===== src/hdl/brc_pkg.sv =====
package brc_pkg;

  localparam int unsigned CoordW = 16;
  localparam int unsigned SizeW  = 15;
  localparam int unsigned EdgeW  = 18;
  localparam int unsigned PixW   = 30;
  localparam int unsigned AddrW  = 5;

  // largest coordinate, at edge width for the saturating compare
  localparam logic signed [EdgeW-1:0] CoordMax = 18'sd32767;

  // register indexes, byte address is 4 * index
  localparam logic [2:0] RegSurfaceWidth  = 3'd0;
  localparam logic [2:0] RegSurfaceHeight = 3'd1;
  localparam logic [2:0] RegClipLeft      = 3'd2;
  localparam logic [2:0] RegClipTop       = 3'd3;
  localparam logic [2:0] RegClipWidth     = 3'd4;
  localparam logic [2:0] RegClipHeight    = 3'd5;

  localparam logic [SizeW-1:0] SurfaceWidthRst  = 15'd320;
  localparam logic [SizeW-1:0] SurfaceHeightRst = 15'd240;

  typedef struct packed {
    logic signed [CoordW-1:0] x;
    logic signed [CoordW-1:0] y;
    logic        [SizeW-1:0]  w;
    logic        [SizeW-1:0]  h;
  } box_t;

  typedef struct packed {
    logic signed [CoordW-1:0] area_x;
    logic signed [CoordW-1:0] area_y;
    logic        [SizeW-1:0]  area_w;
    logic        [SizeW-1:0]  area_h;
    logic                     part_given;
    logic signed [CoordW-1:0] part_x;
    logic signed [CoordW-1:0] part_y;
    logic        [SizeW-1:0]  part_w;
    logic        [SizeW-1:0]  part_h;
    logic signed [CoordW-1:0] target_x;
    logic signed [CoordW-1:0] target_y;
  } in_word_t;

  typedef struct packed {
    logic signed [CoordW-1:0] from_x;
    logic signed [CoordW-1:0] from_y;
    logic        [SizeW-1:0]  from_w;
    logic        [SizeW-1:0]  from_h;
    logic signed [CoordW-1:0] to_x;
    logic signed [CoordW-1:0] to_y;
    logic        [SizeW-1:0]  to_w;
    logic        [SizeW-1:0]  to_h;
    logic        [PixW-1:0]   pixel_total;
  } out_word_t;

  // overlap of two boxes; empty overlap gives all zeros
  function automatic box_t box_and(box_t a, box_t b);
    logic signed [EdgeW-1:0] a_xe;
    logic signed [EdgeW-1:0] b_xe;
    logic signed [EdgeW-1:0] a_ye;
    logic signed [EdgeW-1:0] b_ye;
    logic signed [EdgeW-1:0] x_hi;
    logic signed [EdgeW-1:0] y_hi;
    logic signed [EdgeW-1:0] w_d;
    logic signed [EdgeW-1:0] h_d;
    logic signed [CoordW-1:0] x_lo;
    logic signed [CoordW-1:0] y_lo;
    box_t r;
    a_xe = EdgeW'(a.x) + $signed({3'b000, a.w});
    b_xe = EdgeW'(b.x) + $signed({3'b000, b.w});
    a_ye = EdgeW'(a.y) + $signed({3'b000, a.h});
    b_ye = EdgeW'(b.y) + $signed({3'b000, b.h});
    x_lo = (a.x > b.x) ? a.x : b.x;
    y_lo = (a.y > b.y) ? a.y : b.y;
    x_hi = (a_xe < b_xe) ? a_xe : b_xe;
    y_hi = (a_ye < b_ye) ? a_ye : b_ye;
    w_d  = x_hi - EdgeW'(x_lo);
    h_d  = y_hi - EdgeW'(y_lo);
    r = '0;
    if (a.w != '0 && a.h != '0 && b.w != '0 && b.h != '0 &&
        w_d > 18'sd0 && h_d > 18'sd0) begin
      r.x = x_lo;
      r.y = y_lo;
      r.w = w_d[SizeW-1:0];
      r.h = h_d[SizeW-1:0];
    end
    return r;
  endfunction

endpackage


===== src/hdl/bitblt_rectangle_clipper_core.sv =====
// channel | direction | handshake            | word
// in      | sink      | in_valid_i/in_stall_o | in_word_t: source area, part, target origin
// out     | source    | out_valid_o/out_stall_i | out_word_t: clipped rectangles, pixel count
// cfg     | sink      | APB psel/penable      | surface size and global clip
//
// Four register stages: clip and source overlap, destination overlap, left/top
// shift, pixel product. One word per cycle while the output is not stalled.
// Reset empties every stage and loads the surface size 320 x 240, no clip.
// A stall only holds the stages that are full; empty stages keep filling.
module bitblt_rectangle_clipper_core
  import brc_pkg::*;
(
  input  logic             clk_i,
  input  logic             rst_ni,
  input  logic             in_valid_i,
  output logic             in_stall_o,
  input  in_word_t         in_word_i,
  output logic             out_valid_o,
  input  logic             out_stall_i,
  output out_word_t        out_word_o,
  input  logic             psel,
  input  logic             penable,
  input  logic             pwrite,
  input  logic [AddrW-1:0] paddr,
  input  logic [31:0]      pwdata,
  output logic [31:0]      prdata,
  output logic             pready
);

  logic [SizeW-1:0]         surface_width_q, surface_height_q;
  logic signed [CoordW-1:0] clip_left_q, clip_top_q;
  logic [SizeW-1:0]         clip_width_q, clip_height_q;
  logic                     cfg_wr;

  assign pready = 1'b1;
  assign cfg_wr = psel & penable & pwrite;

  always_ff @(posedge clk_i or negedge rst_ni) begin
    if (!rst_ni) begin
      surface_width_q  <= SurfaceWidthRst;
      surface_height_q <= SurfaceHeightRst;
      clip_left_q      <= '0;
      clip_top_q       <= '0;
      clip_width_q     <= '0;
      clip_height_q    <= '0;
    end else if (cfg_wr) begin
      case (paddr[4:2])
        RegSurfaceWidth:  surface_width_q  <= pwdata[SizeW-1:0];
        RegSurfaceHeight: surface_height_q <= pwdata[SizeW-1:0];
        RegClipLeft:      clip_left_q      <= pwdata[CoordW-1:0];
        RegClipTop:       clip_top_q       <= pwdata[CoordW-1:0];
        RegClipWidth:     clip_width_q     <= pwdata[SizeW-1:0];
        RegClipHeight:    clip_height_q    <= pwdata[SizeW-1:0];
        default: ;
      endcase
    end
  end

  always_comb begin
    case (paddr[4:2])
      RegSurfaceWidth:  prdata = {17'd0, surface_width_q};
      RegSurfaceHeight: prdata = {17'd0, surface_height_q};
      RegClipLeft:      prdata = {16'd0, clip_left_q};
      RegClipTop:       prdata = {16'd0, clip_top_q};
      RegClipWidth:     prdata = {17'd0, clip_width_q};
      RegClipHeight:    prdata = {17'd0, clip_height_q};
      default:          prdata = '0;
    endcase
  end

  // stage flow: a stage loads when it is empty or its successor moves on
  logic s1_valid_q, s2_valid_q, s3_valid_q, out_valid_q;
  logic rdy1, rdy2, rdy3, rdy4;

  assign rdy4       = !out_valid_q || !out_stall_i;
  assign rdy3       = !s3_valid_q || rdy4;
  assign rdy2       = !s2_valid_q || rdy3;
  assign rdy1       = !s1_valid_q || rdy2;
  assign in_stall_o = !rdy1;

  always_ff @(posedge clk_i or negedge rst_ni) begin
    if (!rst_ni) begin
      s1_valid_q  <= 1'b0;
      s2_valid_q  <= 1'b0;
      s3_valid_q  <= 1'b0;
      out_valid_q <= 1'b0;
    end else begin
      if (rdy1) s1_valid_q  <= in_valid_i;
      if (rdy2) s2_valid_q  <= s1_valid_q;
      if (rdy3) s3_valid_q  <= s2_valid_q;
      if (rdy4) out_valid_q <= s3_valid_q;
    end
  end

  // stage 1: effective clip and source rectangle
  box_t surf, req, clip_d, area, part, src_d;
  box_t s1_clip_q, s1_src_q;
  logic signed [CoordW-1:0] s1_tx_q, s1_ty_q;

  always_comb begin
    surf = '{x: '0, y: '0, w: surface_width_q, h: surface_height_q};
    req  = '{x: clip_left_q, y: clip_top_q, w: clip_width_q, h: clip_height_q};
    if (clip_width_q == '0 || clip_height_q == '0) clip_d = surf;
    else clip_d = box_and(req, surf);
    area = '{x: in_word_i.area_x, y: in_word_i.area_y,
             w: in_word_i.area_w, h: in_word_i.area_h};
    part = '{x: in_word_i.part_x, y: in_word_i.part_y,
             w: in_word_i.part_w, h: in_word_i.part_h};
    if (in_word_i.part_given) src_d = box_and(part, area);
    else src_d = area;
  end

  always_ff @(posedge clk_i) begin
    if (rdy1 && in_valid_i) begin
      s1_clip_q <= clip_d;
      s1_src_q  <= src_d;
      s1_tx_q   <= in_word_i.target_x;
      s1_ty_q   <= in_word_i.target_y;
    end
  end

  // stage 2: destination placed at the target, cut to the clip
  box_t place_d, dst_d, s2_src_q, s2_dst_q;
  logic signed [CoordW-1:0] s2_tx_q, s2_ty_q;

  assign place_d = '{x: s1_tx_q, y: s1_ty_q, w: s1_src_q.w, h: s1_src_q.h};
  assign dst_d   = box_and(place_d, s1_clip_q);

  always_ff @(posedge clk_i) begin
    if (rdy2 && s1_valid_q) begin
      s2_src_q <= s1_src_q;
      s2_dst_q <= dst_d;
      s2_tx_q  <= s1_tx_q;
      s2_ty_q  <= s1_ty_q;
    end
  end

  // stage 3: move the source by what was cut off the left and top
  box_t from_d, to_d, s3_from_q, s3_to_q;
  logic signed [CoordW:0]  dx, dy;
  logic signed [EdgeW-1:0] sx, sy;

  always_comb begin
    from_d = s2_src_q;
    to_d   = s2_dst_q;
    dx = (CoordW+1)'(s2_dst_q.x) - (CoordW+1)'(s2_tx_q);
    dy = (CoordW+1)'(s2_dst_q.y) - (CoordW+1)'(s2_ty_q);
    sx = EdgeW'(s2_src_q.x) + EdgeW'(dx);
    sy = EdgeW'(s2_src_q.y) + EdgeW'(dy);
    if (dx > 17'sd0) begin
      if (dx < $signed({2'b00, s2_src_q.w})) begin
        from_d.w = s2_src_q.w - dx[SizeW-1:0];
        from_d.x = (sx > CoordMax) ? CoordMax[CoordW-1:0] : sx[CoordW-1:0];
      end else begin
        to_d.w = '0;
      end
    end
    if (dy > 17'sd0) begin
      if (dy < $signed({2'b00, s2_src_q.h})) begin
        from_d.h = s2_src_q.h - dy[SizeW-1:0];
        from_d.y = (sy > CoordMax) ? CoordMax[CoordW-1:0] : sy[CoordW-1:0];
      end else begin
        to_d.h = '0;
      end
    end
    // nothing to copy: every field reads zero
    if (s2_src_q.w == '0 || s2_src_q.h == '0) begin
      from_d = '0;
      to_d   = '0;
    end
  end

  always_ff @(posedge clk_i) begin
    if (rdy3 && s2_valid_q) begin
      s3_from_q <= from_d;
      s3_to_q   <= to_d;
    end
  end

  // stage 4: pixel count into the output register
  out_word_t out_word_q;

  always_ff @(posedge clk_i) begin
    if (rdy4 && s3_valid_q) begin
      out_word_q.from_x      <= s3_from_q.x;
      out_word_q.from_y      <= s3_from_q.y;
      out_word_q.from_w      <= s3_from_q.w;
      out_word_q.from_h      <= s3_from_q.h;
      out_word_q.to_x        <= s3_to_q.x;
      out_word_q.to_y        <= s3_to_q.y;
      out_word_q.to_w        <= s3_to_q.w;
      out_word_q.to_h        <= s3_to_q.h;
      out_word_q.pixel_total <= PixW'(s3_to_q.w) * PixW'(s3_to_q.h);
    end
  end

  assign out_valid_o = out_valid_q;
  assign out_word_o  = out_word_q;

  a_accept_fills_s1: assert property (@(posedge clk_i) disable iff (!rst_ni)
    in_valid_i && !in_stall_o |=> s1_valid_q)
    else $error("accepted word did not enter stage one");

  a_stall_only_when_full: assert property (@(posedge clk_i) disable iff (!rst_ni)
    in_stall_o |-> s1_valid_q && s2_valid_q && s3_valid_q && out_valid_q)
    else $error("input stalled with an empty stage");

  a_src_covers_dst: assert property (@(posedge clk_i) disable iff (!rst_ni)
    out_valid_o |-> out_word_o.from_w >= out_word_o.to_w &&
                    out_word_o.from_h >= out_word_o.to_h)
    else $error("destination wider than shifted source");

endmodule

===== config.mk =====
export PLATFORM = sky130hd
export DESIGN_NAME = bitblt_rectangle_clipper_core
export DESIGN_NICKNAME = d
export VERILOG_FILES = /design/src/hdl/brc_pkg.sv /design/src/hdl/bitblt_rectangle_clipper_core.sv
export SDC_FILE = /design/constraint.sdc
export NUM_CORES = 2
export LEC_CHECK = 0
export BUFFER_PORTS_ARGS = -buffer_cell sky130_fd_sc_hd__buf_2
export CORE_MARGIN = 5
export CORE_UTILIZATION = 40
export DETAILED_ROUTE_END_ITERATION = 10
export PLACE_DENSITY_LB_ADDON = 0.05
export SKIP_CTS_REPAIR_TIMING = 1
export SLEW_MARGIN = 20
export SYNTH_ARGS = -nofsm -noshare
export SYNTH_HDL_FRONTEND = slang
export SYNTH_SLANG_ARGS = --single-unit

===== constraint.sdc =====
create_clock -name clk_i -period 16.5 [get_ports clk_i]
set_clock_uncertainty 0.2 [all_clocks]
set_input_delay 4.125 -clock clk_i [delete_from_list [all_inputs] [get_ports clk_i]]
set_output_delay 4.125 -clock clk_i [all_outputs]
set_load 0.05 [all_outputs]

==> results by group <==
Run status
  – Status: finished, final reports clean

Timing
  – Least-Margin Pin Slew: 1090 ps
  – Fin crit share: 76.9%
  – Fmax: 0.0788 GHz
  – Period minus WS final: 12,690 ps
  – Post-route setup slack: 3810 ps
  – Final slew viol count: 0
  – Unrepaired setup endpoints after global routing: false
  – Final setup viols: 0
  – Fin. Hold Viols: 0
  – Setup TNS: 0 ps
  – Worst relative slew slack: 27.2%
  – Worst hold slack: 192 ps

Critical path
  – CP startpoint kind: input pin
  – R2R Path Start: place_d[0]$_DFFE_PP_
  – Critical path's largest stage delay: 640 ps
  – Crit path max-delay family: compound AO/OA/AOI/OAI gates
  – Worst path most repeated cell: ha_1
  – Critical Path Source: in_word_i[62]
  – Critical-path maximum fanout: 29
  – FF-to-FF End: s2_dst_q[5]$_SDFFCE_PN0P_
  – Crit path capture type: register
  – Buf/Inv on CP: 4
  – Critical path's slowest cell: or3_1
  – R2R depth: 34
  – Critical Setup Path Class: input pin to register
  – Flop-to-flop setup slack: 6460 ps
  – Critical Path AT: 12,880 ps
  – Worst endpoint required time: 16,690 ps

Clocking
  – CTS tree: built
  – Clk Latency, worst-skew pair: 700 ps
  – CTS Root Cell: clkbuf_16
  – Cts bufs inserted: 80
  – Reg clk slew, reported paths: 50 ps
  – Clock buffer depth: 3
  – # H-tree levels: 3
  – Clock sink total: 686

Route
  – Routed len/inst: 22.4 um
  – Post-route ant nets: 0
  – 1st-iter DRT viols: 2,571
  – Post-DR vias/cell: 5.49
  – Via count: 41.5k
  – Drt total wl: 169,000 um
  – DR pass1 iterations: 7
  – DRC viols: 0

Placed design
  – I/O Buffers: 354
  – Post-DP HPWL: 135,000 um
  – GP Congestion: 0.907
  – Post-Place Worst Slack: 3110 ps
  – Placed Area: 58,600 sq um

Die
  – Die width: 380 um
  – Core ar.: 136,000 sq um
  – Die Area: 145,000 sq um
  – Ports: 390
  – Die Y: 380 um
  – FP Rows: 135
  – Initial Util: 40.4%

Yosys
  – Avg Inst Size Synth: 10.2 sq um
  – Synth async-reset ratio: 14.0%
  – Mapped Area: 54,800 sq um
  – Synth cell types: 91
  – Yosys reg bits: 686
  – Post-Synthesis Cells: 5,378
  – EDFF count, synth: 590
  – Synth Warn #: 0
  – Synth area leader: edfxtp_1
  – Post-synthesis sequential area ratio: 36.7%
  – Ys flop type: edfxtp_1
  – Top cell type's share of synthesized area: 32.3%
  – Synth area leaders: edfxtp_1 32%, ha_1 14%, fa_1 6.9%

Final layout
  – Fin area: 61,500 sq um
  – Layout Area Growth over Synthesis: 12.1%
  – Layout cell share with drive strength beyond 1: 12.5%
  – Nets: 6,741
  – Fill cell count: 13.1k
  – N_diodes: 0
  – Most frequent cells in the layout: 627 x ha_1, 590 x edfxtp_1, 530 x inv_1
  – Most common cell after layout, fill and taps aside: ha_1

GRT
  – Vias in the first global route: 41.0k
  – Grt total ovfl: 0
  – Global-route wire length before repair: 254,000 um
  – All-Layer GR Usage: 22.7%
  – Largest net degree at the start of global routing: 80
  – Antenna violations before repair: 9

Hold path
  – WHS Path Cells: 0
  – Worst hold start: s1_src_q[38]$_DFFE_PP_
  – Hold endpoint: s2_src_q[38]$_DFFE_PP_
  – Hold WC Path Type: register to register

Flow run
  – Max cap viols: 0
[registers in the layout, summed over array words and instances (netlist names), 30 cells and up]
register    count
s3_from_q      62
s1_clip_q      62
s3_to_q        62
s2_src_q       62
s1_src_q       32
out_word_o    154
s2_dst_q       62
place_d        30
[cells by family (layout without fill, tap and decap cells)]
group	after synthesis	in the layout	share of synthesized area [%]
simple gates	1483	1483	13.4
compound gates	1175	1175	14.3
fa+ha+maj	816	816	21.2
flops	686	686	36.7
buf+inv	679	1065	4.83
mux	270	270	5.24
xor+xnor	267	267	4.27
other cells	2	23	0.0137
[routing by layer]
metal,GRT usage (%),part of all wire [%],up-vias
met1,33.6,49,20200
met3,3.46,5.1,177
li1,-,-,20100
met5,0,0.0077,-
met4,4.62,1.9,2
met2,35.6,44,986
[worst max path at each step]
stage / endpoint / slack (ps) / depth (start not counted)
2_1_floorplan: out_word_o[0]$_DFFE_PP_ / 200 / 1
3_3_place_gp: place_d[16]$_DFFE_PP_ / 3160 / 33
3_5_place_dp: place_d[16]$_DFFE_PP_ / 3110 / 33
4_1_cts: place_d[1]$_DFFE_PP_ / 3830 / 33
5_1_grt: place_d[0]$_DFFE_PP_ / 3290 / 33
6_report: place_d[1]$_DFFE_PP_ / 3810 / 33
[per-stage QoR]
stage	utilization [%]	instances
2_1_floorplan	-	5399
3_3_place_gp	43.2	7423
3_5_place_dp	43.2	7423
4_1_cts	45.2	7566
5_1_grt	45.3	7566
6_report	45.3	7566
[cell type report]
cell class / instances / area, sq um / share of cell area (%)
multi-input cells: 4034 / 32200 / 52.4
repair buffers: 392 / 2060 / 3.36
clock buffers: 94 / 2120 / 3.46
inverters: 530 / 1990 / 3.24
clock inverters: 49 / 716 / 1.16
flip-flops and latches: 686 / 20100 / 32.8
well taps: 1781 / 2230 / 3.63
[cells in the mapped netlist (all sizes together), types with 15 or more instances]
cell type	n
a2111oi	16
a211o	19
a211oi	49
a21boi	16
a21o	101
a21oi	286
a22o	25
a31oi	38
a32o	26
and2	138
and3	65
buf	42
clkbuf	107
dfrtp	90
edfxtp	590
fa	189
ha	627
inv	530
mux2	126
mux2i	143
nand2	372
nand2b	80
nand3	78
nand4	38
nor2	360
nor2b	69
nor3	102
nor4	65
o211ai	29
o21a	85
o21ai	242
o21bai	38
o221a	15
o22ai	29
o2bb2ai	18
o31a	21
o31ai	26
or2	30
or3	34
xnor2	167
xor2	100
Power is not shown: default switching activity piles up to over one toggle a cycle in this logic, so the estimate is an artifact.
